--- src/hdl/yuvab_pkg.sv ---
`timescale 1ns / 1ps
// ----------------------------------------------------------------------------
// YUV420 text alpha blend package
// Shared types, register indexes and arithmetic helpers of the blend core.
// ----------------------------------------------------------------------------
package yuvab_pkg;

   localparam int unsigned SAMPLE_W   = 8;
   localparam int unsigned PRODUCT_W  = 2 * SAMPLE_W;
   localparam int unsigned LUMA_LANES = 4;
   localparam int unsigned REQ_DATA_W = 112;
   localparam int unsigned RSP_DATA_W = 48;
   localparam int unsigned CSR_ADDR_W = 4;
   localparam int unsigned CSR_DATA_W = 32;

   localparam logic [SAMPLE_W-1:0] ALPHA_FULL     = 8'd255;
   localparam logic [SAMPLE_W-1:0] CHROMA_DEFAULT = 8'd128;

   typedef logic [SAMPLE_W-1:0]  sample_type;
   typedef logic [PRODUCT_W-1:0] product_type;

   typedef enum logic [1:0] {
      REG_OUTLINE_LUMA = 2'd0,
      REG_FILL_LUMA    = 2'd1,
      REG_CHROMA_VALUE = 2'd2,
      REG_UNUSED       = 2'd3
   } reg_index_type;

   typedef struct packed {
      sample_type outline_luma;
      sample_type fill_luma;
      sample_type chroma_value;
   } cfg_type;

   // t*a + x*(255-a); never exceeds 255*255.
   function automatic product_type blend_product(input sample_type x, input sample_type t,
                                                 input sample_type a);
      product_type pt;
      product_type px;
      pt = product_type'(t) * product_type'(a);
      px = product_type'(x) * product_type'(ALPHA_FULL - a);
      return pt + px;
   endfunction

   // Exact division by 255 for any value up to 255*255.
   function automatic sample_type div255(input product_type p);
      logic [PRODUCT_W:0] s;
      s = {1'b0, p} + {{PRODUCT_W{1'b0}}, 1'b1} + {{(SAMPLE_W+1){1'b0}}, p[PRODUCT_W-1:SAMPLE_W]};
      return s[PRODUCT_W-1:SAMPLE_W];
   endfunction

   // Rounded mean of four alpha bytes.
   function automatic sample_type mean4(input logic [4*SAMPLE_W-1:0] q);
      logic [SAMPLE_W+1:0] s;
      s = {2'b00, q[7:0]} + {2'b00, q[15:8]} + {2'b00, q[23:16]} + {2'b00, q[31:24]}
          + 10'd2;
      return s[SAMPLE_W+1:2];
   endfunction

endpackage

--- src/hdl/yuv420_text_alpha_blend_core.sv ---
`timescale 1ns / 1ps
// ----------------------------------------------------------------------------
// YUV420 text alpha blend core
// Blends one 2x2 I420 block per item toward the outline and fill targets.
// ----------------------------------------------------------------------------
// The core takes one item every clock cycle, but the whole pipeline holds
// while a result waits on rsp_tready, so req_tready follows rsp_tready
// whenever the output stage is full. Each item runs through a five-stage
// pipeline: an input stage that also forms the rounded chroma alpha means,
// then per sample a multiply stage and a divide-by-255 stage for the outline
// pass and the same pair for the fill pass. Target values are to be written
// through the APB port only while the core is idle; the core does not check.
module yuv420_text_alpha_blend_core (
   input  logic                               clock,
   input  logic                               reset,
   input  logic                               req_tvalid,
   output logic                               req_tready,
   // luma_quad[31:0], u_in[39:32], v_in[47:40], outline_alpha_quad[79:48],
   // fill_alpha_quad[111:80]
   input  logic [yuvab_pkg::REQ_DATA_W-1:0]   req_tdata,
   output logic                               rsp_tvalid,
   input  logic                               rsp_tready,
   // luma_quad_out[31:0], u_out[39:32], v_out[47:40]
   output logic [yuvab_pkg::RSP_DATA_W-1:0]   rsp_tdata,
   input  logic                               csr_psel,
   input  logic                               csr_penable,
   input  logic                               csr_pwrite,
   input  logic [yuvab_pkg::CSR_ADDR_W-1:0]   csr_paddr,
   input  logic [yuvab_pkg::CSR_DATA_W-1:0]   csr_pwdata,
   output logic [yuvab_pkg::CSR_DATA_W-1:0]   csr_prdata,
   output logic                               csr_pready
);
   import yuvab_pkg::*;

   localparam int unsigned DEPTH = 5;

   cfg_type                 cfg;
   logic                    en;
   logic [DEPTH-1:0]        valid_ff, valid_in;
   logic [31:0]             luma_a_ff;
   sample_type              u_a_ff;
   sample_type              v_a_ff;
   logic [31:0]             oa_a_ff;
   logic [31:0]             fa_a_ff;
   sample_type              om_a_ff, om_in;
   sample_type              fm_a_ff, fm_in;
   sample_type              luma_out [LUMA_LANES];
   sample_type              u_out;
   sample_type              v_out;

   yuvab_csr u_csr (
      .clock       (clock),
      .reset       (reset),
      .csr_psel    (csr_psel),
      .csr_penable (csr_penable),
      .csr_pwrite  (csr_pwrite),
      .csr_paddr   (csr_paddr),
      .csr_pwdata  (csr_pwdata),
      .csr_prdata  (csr_prdata),
      .csr_pready  (csr_pready),
      .cfg         (cfg)
   );

   assign en         = ~valid_ff[DEPTH-1] | rsp_tready;
   assign req_tready = en;
   assign rsp_tvalid = valid_ff[DEPTH-1];
   assign valid_in   = {valid_ff[DEPTH-2:0], req_tvalid};
   assign om_in      = mean4(req_tdata[79:48]);
   assign fm_in      = mean4(req_tdata[111:80]);

   always_ff @(posedge clock) begin
      if (reset) begin
         valid_ff <= '0;
      end else if (en) begin
         valid_ff <= valid_in;
      end
   end

   always_ff @(posedge clock) begin
      if (en) begin
         luma_a_ff <= req_tdata[31:0];
         u_a_ff    <= req_tdata[39:32];
         v_a_ff    <= req_tdata[47:40];
         oa_a_ff   <= req_tdata[79:48];
         fa_a_ff   <= req_tdata[111:80];
         om_a_ff   <= om_in;
         fm_a_ff   <= fm_in;
      end
   end

   for (genvar k = 0; k < LUMA_LANES; k++) begin : g_luma
      yuvab_lane u_lane (
         .clock (clock),
         .en    (en),
         .x     (luma_a_ff[8*k +: 8]),
         .a1    (oa_a_ff[8*k +: 8]),
         .t1    (cfg.outline_luma),
         .a2    (fa_a_ff[8*k +: 8]),
         .t2    (cfg.fill_luma),
         .y     (luma_out[k])
      );
   end

   yuvab_lane u_lane_u (
      .clock (clock),
      .en    (en),
      .x     (u_a_ff),
      .a1    (om_a_ff),
      .t1    (cfg.chroma_value),
      .a2    (fm_a_ff),
      .t2    (cfg.chroma_value),
      .y     (u_out)
   );

   yuvab_lane u_lane_v (
      .clock (clock),
      .en    (en),
      .x     (v_a_ff),
      .a1    (om_a_ff),
      .t1    (cfg.chroma_value),
      .a2    (fm_a_ff),
      .t2    (cfg.chroma_value),
      .y     (v_out)
   );

   assign rsp_tdata = {v_out, u_out, luma_out[3], luma_out[2], luma_out[1], luma_out[0]};

endmodule

--- src/hdl/yuvab_csr.sv ---
`timescale 1ns / 1ps
// ----------------------------------------------------------------------------
// YUV420 text alpha blend register file
// APB-style access to the outline, fill and chroma target values.
// ----------------------------------------------------------------------------
module yuvab_csr (
   input  logic                               clock,
   input  logic                               reset,
   input  logic                               csr_psel,
   input  logic                               csr_penable,
   input  logic                               csr_pwrite,
   input  logic [yuvab_pkg::CSR_ADDR_W-1:0]   csr_paddr,
   input  logic [yuvab_pkg::CSR_DATA_W-1:0]   csr_pwdata,
   output logic [yuvab_pkg::CSR_DATA_W-1:0]   csr_prdata,
   output logic                               csr_pready,
   output yuvab_pkg::cfg_type                 cfg
);
   import yuvab_pkg::*;

   cfg_type       cfg_ff;
   cfg_type       cfg_in;
   reg_index_type index;
   logic          wr_en;

   assign index      = reg_index_type'(csr_paddr[3:2]);
   assign wr_en      = csr_psel & csr_penable & csr_pwrite;
   assign csr_pready = 1'b1;
   assign cfg        = cfg_ff;

   always_comb begin
      cfg_in = cfg_ff;
      if (wr_en) begin
         unique case (index)
            REG_OUTLINE_LUMA: cfg_in.outline_luma = csr_pwdata[7:0];
            REG_FILL_LUMA:    cfg_in.fill_luma    = csr_pwdata[7:0];
            REG_CHROMA_VALUE: cfg_in.chroma_value = csr_pwdata[7:0];
            default:          cfg_in = cfg_ff;
         endcase
      end
   end

   always_comb begin
      unique case (index)
         REG_OUTLINE_LUMA: csr_prdata = {24'd0, cfg_ff.outline_luma};
         REG_FILL_LUMA:    csr_prdata = {24'd0, cfg_ff.fill_luma};
         REG_CHROMA_VALUE: csr_prdata = {24'd0, cfg_ff.chroma_value};
         default:          csr_prdata = '0;
      endcase
   end

   always_ff @(posedge clock) begin
      if (reset) begin
         cfg_ff.outline_luma <= 8'd0;
         cfg_ff.fill_luma    <= ALPHA_FULL;
         cfg_ff.chroma_value <= CHROMA_DEFAULT;
      end else begin
         cfg_ff <= cfg_in;
      end
   end

endmodule

--- src/hdl/yuvab_lane.sv ---
`timescale 1ns / 1ps
// ----------------------------------------------------------------------------
// YUV420 text alpha blend lane
// Two blend passes on one sample: multiply, divide by 255, multiply, divide.
// ----------------------------------------------------------------------------
module yuvab_lane (
   input  logic                   clock,
   input  logic                   en,
   input  yuvab_pkg::sample_type  x,
   input  yuvab_pkg::sample_type  a1,
   input  yuvab_pkg::sample_type  t1,
   input  yuvab_pkg::sample_type  a2,
   input  yuvab_pkg::sample_type  t2,
   output yuvab_pkg::sample_type  y
);
   import yuvab_pkg::*;

   product_type p1_ff, p1_in;
   sample_type  a2_b_ff;
   sample_type  q1_ff, q1_in;
   sample_type  a2_c_ff;
   product_type p2_ff, p2_in;
   sample_type  y_ff, y_in;

   assign p1_in = blend_product(x, t1, a1);
   assign q1_in = div255(p1_ff);
   assign p2_in = blend_product(q1_ff, t2, a2_c_ff);
   assign y_in  = div255(p2_ff);
   assign y     = y_ff;

   always_ff @(posedge clock) begin
      if (en) begin
         p1_ff   <= p1_in;
         a2_b_ff <= a2;
         q1_ff   <= q1_in;
         a2_c_ff <= a2_b_ff;
         p2_ff   <= p2_in;
         y_ff    <= y_in;
      end
   end

endmodule

--- config.mk ---
export PLATFORM = sky130hd
export DESIGN_NAME = yuv420_text_alpha_blend_core
export DESIGN_NICKNAME = d
export VERILOG_FILES = /design/src/hdl/yuvab_pkg.sv /design/src/hdl/yuv420_text_alpha_blend_core.sv /design/src/hdl/yuvab_csr.sv /design/src/hdl/yuvab_lane.sv
export SDC_FILE = /design/constraint.sdc
export NUM_CORES = 2
export LEC_CHECK = 0
export BUFFER_PORTS_ARGS = -buffer_cell sky130_fd_sc_hd__buf_4
export CAP_MARGIN = 40
export CORE_ASPECT_RATIO = 0.7
export CORE_MARGIN = 3
export CORE_UTILIZATION = 60
export DETAILED_ROUTE_END_ITERATION = 6
export GPL_ROUTABILITY_DRIVEN = 0
export PLACE_DENSITY_LB_ADDON = 0.2
export SKIP_CTS_REPAIR_TIMING = 1
export SLEW_MARGIN = 20
export SYNTH_ARGS = -nofsm -noshare
export SYNTH_HDL_FRONTEND = slang
export SYNTH_HIERARCHICAL = 1
export SYNTH_SLANG_ARGS = --single-unit
--- constraint.sdc ---
create_clock -name clock -period 46.6 [get_ports clock]
set_input_delay 9.32 -clock clock [delete_from_list [all_inputs] [get_ports clock]]
set_output_delay 9.32 -clock clock [all_outputs]
set_load 0.03 [all_outputs]
# [Word-level counts from Yosys, hierarchy flattened]
# Index checks and enable logic that the tools add are counted.
[word_totals] regBits=525 out_inout_bits=83 input_bits=155 latch_bits=0 romBits=0 ramBits=0 mem_count=0 wordCells=132
[classes] multipliers=22 magnitude_cmp=0 n_reduce_logical=4 mux=1 n_eq_ne=2 bitwise=4 addsub=54 n_shift=0 div=0
[op_table] op="$add A16 B1 Y16 const B" count=12
[op_table] op="$add A16 B16 Y16" count=12
[op_table] op="$add A16 B8 Y16" count=12
[op_table] op="$mul A8 B16 Y16" count=11
[op_table] op="$mul A8 B8 Y16" count=10
[op_table] op="$sub A8 B8 Y9 const A" count=10
[op_table] op="$pmux W8 S3" count=1
[op_table] op="$add A10 B2 Y10 const B" count=2
[op_table] op="$add A10 B8 Y10" count=2
[op_table] op="$add A9 B8 Y10" count=2
[op_table] op="$add A8 B8 Y9" count=2
[op_table] op="$mul A9 B9 Y16" count=1
[op_table] op="$reduce_and A2 Y1" count=3
[op_table] op="$and A1 B1 Y1" count=2
[op_table] op="$eq A2 B1 Y1 const B" count=1
[op_table] op="$eq A2 B2 Y1 const B" count=1
[op_table] op="$logic_not A2 Y1" count=1
[op_table] op="$not A1 Y1" count=1
[op_table] op="$or A1 B1 Y1" count=1

# [Depth between registers and ports, before layout]
[logic_depth] depth_word=4 mapped_depth=21 depth_no_buf=20

# [By module]
# Netlist, hierarchy kept.
[modules_own_cells] mod="yuvab_lane at g_luma[2].u_lane ..." seq_area_each_um2=1921.8 area_per_inst_um2=11298.3 cells_per_inst=1124 instances=2
[modules_own_cells] mod="yuvab_lane at g_luma[1].u_lane" seq_area_each_um2=1921.8 area_per_inst_um2=11469.8 cells_per_inst=1152 instances=1
[modules_own_cells] mod="yuvab_lane at g_luma[0].u_lane" seq_area_each_um2=1921.8 area_per_inst_um2=11363.4 cells_per_inst=1140 instances=1
[modules_own_cells] mod="yuvab_lane at u_lane_u" seq_area_each_um2=1921.8 area_per_inst_um2=11283.3 cells_per_inst=1128 instances=1
[modules_own_cells] mod="yuvab_lane at u_lane_v" seq_area_each_um2=1921.8 area_per_inst_um2=11258.3 cells_per_inst=1116 instances=1
[modules_own_cells] mod="yuv420_text_alpha_blend_core" seq_area_each_um2=3943.8 area_per_inst_um2=5537.8 cells_per_inst=341 instances=1
[modules_own_cells] mod="yuvab_csr" seq_area_each_um2=480.5 area_per_inst_um2=1387.6 cells_per_inst=154 instances=1

# [Worst setup path after synthesis]
# OpenSTA, ideal clock, no wires.
[synth_timing] path_type="input -> output" from="input rsp_tready" to="output req_tready" n_path_buf=0 setup_slack_ns=17.781 required_time_ns=37.280 stages=2 arrival_time_ns=19.499 path_cell_list="nor2b_1 -> inv_1"
[synth_between] elab_chain_len=1
[synth_lines] element="start: declaration" line_no="yuv420_text_alpha_blend_core.sv:22" source="input logic rsp_tready,"
[synth_lines] element="$or A1 B1 Y1" line_no="yuv420_text_alpha_blend_core.sv:64" source="assign en = ~valid_ff[DEPTH-1] | rsp_tready;"
[synth_lines] element="end: declaration" line_no="yuv420_text_alpha_blend_core.sv:17" source="output logic req_tready,"
# Every way passes these cells.

# [Worst setup path after layout]
# Ends and elaborated chain as after synthesis.

==> impl_results.rst <==
.. list-table::
   :header-rows: 1

   * - Metric
     - Value
   * - Clock buffer count from CTS
     - 60
   * - Post-synthesis area per instance
     - 10.3 sq um
   * - Dominant delay contributor by cell family on the critical path
     - buffers and inverters
   * - Via density per instance
     - around 5.3
   * - Worst hold path endpoint
     - g_luma[1].u_lane/a2_c_ff[0]
   * - Adder-Cell Fraction of Synth Area
     - 0.464
   * - Min-Delay Path Depth
     - 0
   * - Top area cells in the synthesized netlist
     - sky130_fd_sc_hd__fa_1, sky130_fd_sc_hd__edfxtp_1, sky130_fd_sc_hd__ha_1
   * - Transition time at the pin with the least slew margin
     - between 1 and 1.5 ns
   * - Met2 layer wire length in the routed design
     - roughly 74000 um
   * - Count of buffer and inverter cells on the critical path
     - 3
   * - Layout Area Growth over Synthesis
     - 7.10%
   * - CP Data Required Time
     - between 30 and 40 ns
   * - Post-detailed-route wirelength per cell
     - ~18 um
   * - Routed wl met3
     - ~9600 um
   * - Sequential cell area fraction in the yosys report
     - 0.213
   * - Achievable clock frequency
     - around 50 MHz
   * - Prevailing post-synth register cell
     - sky130_fd_sc_hd__edfxtp_1
   * - Maximum number of pins on one net before global-route repair
     - around 200
   * - Reg2Reg Launch Point
     - oa_a_ff[16]
   * - Setup repair after global routing missed its margin
     - false
   * - Layout fillers
     - around 9700
   * - Number of placement rows
     - around 110
   * - Die Ht
     - 302 um
   * - Total area of multi-input combinational cells
     - 0.0517 sq mm
   * - Maximum fanout count along the critical path
     - 47
   * - Clk slew on worst S/H paths
     - about 0.06 ns
   * - Reg2Reg Setup Slack
     - 40.30 ns
   * - CTS tree
     - built
   * - Initial antenna violation count
     - 3
   * - Die area
     - between 0.1 and 0.15 sq mm
   * - Reg area
     - 0.0160 sq mm
   * - Max H-tree Level
     - 2
   * - Count of nets after finishing
     - 9674
   * - Most numerous cell in the Yosys netlist
     - sky130_fd_sc_hd__inv_1
   * - Crit Path Class
     - in2out
   * - Number of endpoints with negative hold slack in the final report
     - 0
   * - Worst reg2reg path depth
     - 19
   * - Overall track demand over capacity in global routing
     - 0.265
   * - Worst Path Arrival
     - about 11 ns
   * - Routed metal-1 wire length
     - about 76000 um
   * - Number of primary I/O pins
     - about 240
   * - Cell repeated most along the worst path
     - sky130_fd_sc_hd__buf_4
   * - Initial Utilization
     - 0.610
   * - Worst setup EP type
     - output port
   * - Post-synthesis mux area share
     - 0.00635
   * - Count of pins over their slew limit
     - 0
   * - Gate count of the mapped netlist
     - ~7300
   * - Detailed-route wire length
     - 164000 um
   * - First-pass iteration count of the detailed router
     - 5
   * - Synth unique cells
     - 84
   * - CTS max path bufs
     - 3
   * - Sink count of the clock tree
     - 541
   * - Result of the run
     - finished clean
   * - Startpoint class of the critical path
     - input pin
   * - Vias after detailed routing
     - slightly below 50000
   * - Tmin final
     - between 15 and 20 ns
   * - Port Buffer Count
     - between 150 and 200
   * - Yosys top cell area share
     - 0.313
   * - Async S/R FF share, synth
     - 0
   * - Maximum single-stage delay on the critical path
     - 0.49 ns
   * - Count of flip-flops with a built-in enable after synthesis
     - between 500 and 600
   * - Total gr overflow
     - 0
   * - HP Class
     - reg2reg
   * - Ys Warns
     - 6
   * - Fraction of the mapped netlist area in compound gates
     - 0.0434
   * - Floorplan core area
     - approximately 0.12 sq mm
   * - Post-synthesis share of cell area spent on and, or, nand and nor gates
     - 0.141
   * - Xor/xnor share of the synthesized area
     - 0.0336
   * - Largest family of logic cells by synthesized area
     - adder cells
   * - Worst Min Path Start
     - g_luma[1].u_lane/a2_b_ff[0]
   * - Ordered list of cells on the worst path
     - buf_4 > nor2b_1 > inv_8 > buf_4
   * - Final worst clock skew
     - 0.0290 ns
   * - DIE WIDTH
     - 428 um
   * - Number of global-route vias before repair
     - around 52000
   * - Layout cells sized above 1
     - 0.0528
   * - Uppermost layer routed
     - met4
   * - Cell taking the most area after synthesis
     - sky130_fd_sc_hd__fa_1
   * - Fin crit share
     - 0.426
   * - Commonest cells in the netlist
     - sky130_fd_sc_hd__inv_1, sky130_fd_sc_hd__fa_1, sky130_fd_sc_hd__ha_1
   * - First-pass GRT wire length
     - between 200000 and 300000 um
   * - Slowest CP cell
     - sky130_fd_sc_hd__nor2b_1
   * - Clk_lat worst skew
     - ~0.69 ns
   * - Antenna Violating Nets Remaining
     - 0
   * - Clk root buf
     - sky130_fd_sc_hd__clkbuf_16
   * - Relative slew margins
     - 0.282
   * - Fin Setup TNS
     - 0 ns
   * - Reg-to-reg critical path endpoint
     - g_luma[2].u_lane/p1_ff[13]
   * - Final setup fails
     - 0
   * - Residual DRC count
     - 0
   * - Number of DRC markers after the initial detailed-route iteration
     - approximately 3200
   * - Cell area after technology mapping
     - between 0.07 and 0.08 sq mm
   * - WP depth
     - 4
   * - Number of storage elements in the synthesis netlist
     - about 540
   * - Half-perimeter wire length after detailed placement
     - about 130000 um
   * - Max-cap violations
     - 0
-- worst max path at each step --
stage,start,endpoint,slack (ns)
after floorplan,rsp_tready,req_tready,17.78
after global placement,rsp_tready,req_tready,26.76
after detailed placement,rsp_tready,req_tready,26.77
after CTS,rsp_tready,req_tready,26.76
after global routing,rsp_tready,req_tready,26.69
final,rsp_tready,req_tready,26.76
-- cells in the final DEF (no fill, tap or decap), types with 29 or more instances in the layout --
master	Yosys	layout
sky130_fd_sc_hd__nand4_1	29	29
sky130_fd_sc_hd__nor2b_1	399	399
sky130_fd_sc_hd__a21o_1	54	54
sky130_fd_sc_hd__mux2i_1	34	34
sky130_fd_sc_hd__o21ai_0	69	69
sky130_fd_sc_hd__clkbuf_16	0	60
sky130_fd_sc_hd__nand2_1	506	506
sky130_fd_sc_hd__nor2_1	89	89
sky130_fd_sc_hd__nand2b_1	391	391
sky130_fd_sc_hd__a21oi_1	127	127
sky130_fd_sc_hd__xor2_1	76	76
sky130_fd_sc_hd__nand3_1	69	69
sky130_fd_sc_hd__inv_1	1762	1761
sky130_fd_sc_hd__dfxtp_1	29	29
sky130_fd_sc_hd__buf_4	27	224
sky130_fd_sc_hd__conb_1	8	37
sky130_fd_sc_hd__ha_1	906	906
sky130_fd_sc_hd__xnor2_1	211	211
sky130_fd_sc_hd__fa_1	1170	1170
sky130_fd_sc_hd__and3_1	30	30
sky130_fd_sc_hd__and2_1	350	350
sky130_fd_sc_hd__edfxtp_1	512	512
-- state kept, by name (all words and copies together), names as in the netlist, 24 cells and up --
register / flops
g_luma.u_lane/q1_ff: 32
oa_a_ff: 32
g_luma.u_lane/a2_b_ff: 32
g_luma.u_lane/y: 32
fa_a_ff: 32
u_csr/cfg: 24
luma_a_ff: 32
g_luma.u_lane/p1_ff: 64
g_luma.u_lane/a2_c_ff: 32
g_luma.u_lane/p2_ff: 64
-- final cells by class --
| class | count | area share |
|---|---|---|
| Timing Repair Buffer | 229 | 0.0226 |
| Inverter | 1762 | 0.0825 |
| Tap cell | 1635 | 0.0255 |
| Sequential cell | 541 | 0.199 |
| Antenna cell | 2 | 0.0000624 |
| Multi-Input combinational cell | 4849 | 0.645 |
| Clock inverter | 42 | 0.00613 |
| Clock buffer | 70 | 0.0193 |
-- per-layer routing --
layer  GRT usage  up-vias
met5           0        -
met4      0.0695        0
met3      0.0315      197
met2       0.426     1350
met1       0.385    24547
li1            -    22666
-- worst reg2reg max path: stages, from the launching register on --
cell and delay, ns:
sky130_fd_sc_hd__edfxtp_1 0.70, sky130_fd_sc_hd__nand2b_1 0.32, sky130_fd_sc_hd__fa_1 0.54, sky130_fd_sc_hd__inv_1 0.05, sky130_fd_sc_hd__fa_1 0.49, sky130_fd_sc_hd__inv_1 0.05
sky130_fd_sc_hd__fa_1 0.54, sky130_fd_sc_hd__inv_1 0.05, sky130_fd_sc_hd__fa_1 0.47, sky130_fd_sc_hd__fa_1 0.49, sky130_fd_sc_hd__inv_1 0.05, sky130_fd_sc_hd__fa_1 0.47
sky130_fd_sc_hd__inv_1 0.04, sky130_fd_sc_hd__ha_1 0.38, sky130_fd_sc_hd__nand4_1 0.12, sky130_fd_sc_hd__a21oi_1 0.25, sky130_fd_sc_hd__o211ai_1 0.19, sky130_fd_sc_hd__a21boi_0 0.20
sky130_fd_sc_hd__o21ai_0 0.10, sky130_fd_sc_hd__a211oi_1 0.53
-- kinds of logic (layout without fill, tap and decap cells) --
kind of cell,count (synthesis),in the layout
AO/OA/AOI/OAI,463,463
XOR/XNOR,287,287
adder cells (fa/ha/maj),2076,2076
buffers and inverters,1918,2103
flip-flops,541,541
multiplexers,46,46
other,8,39
AND/OR/NAND/NOR,1940,1940
-- stage by stage --
step / worst slack (ns) / cells / cell area [sq um] / util / hold slack, ns
after global routing: 26.69 / 9128 / 80200 / 0.653 / 0.423
final: 26.76 / 9130 / 80200 / 0.653 / 0.418
after CTS: 26.76 / 9126 / 80200 / 0.653 / 0.414
after detailed placement: 26.77 / 9014 / 78100 / 0.636 / 0.405
after floorplan: 17.78 / 7308 / 75000 / - / 0.400
after global placement: 26.76 / 9012 / 78100 / 0.636 / 0.400
Power is left out: the tool's default activity adds up to more than one toggle a clock period on the data nets, which glitch-free logic cannot reach.
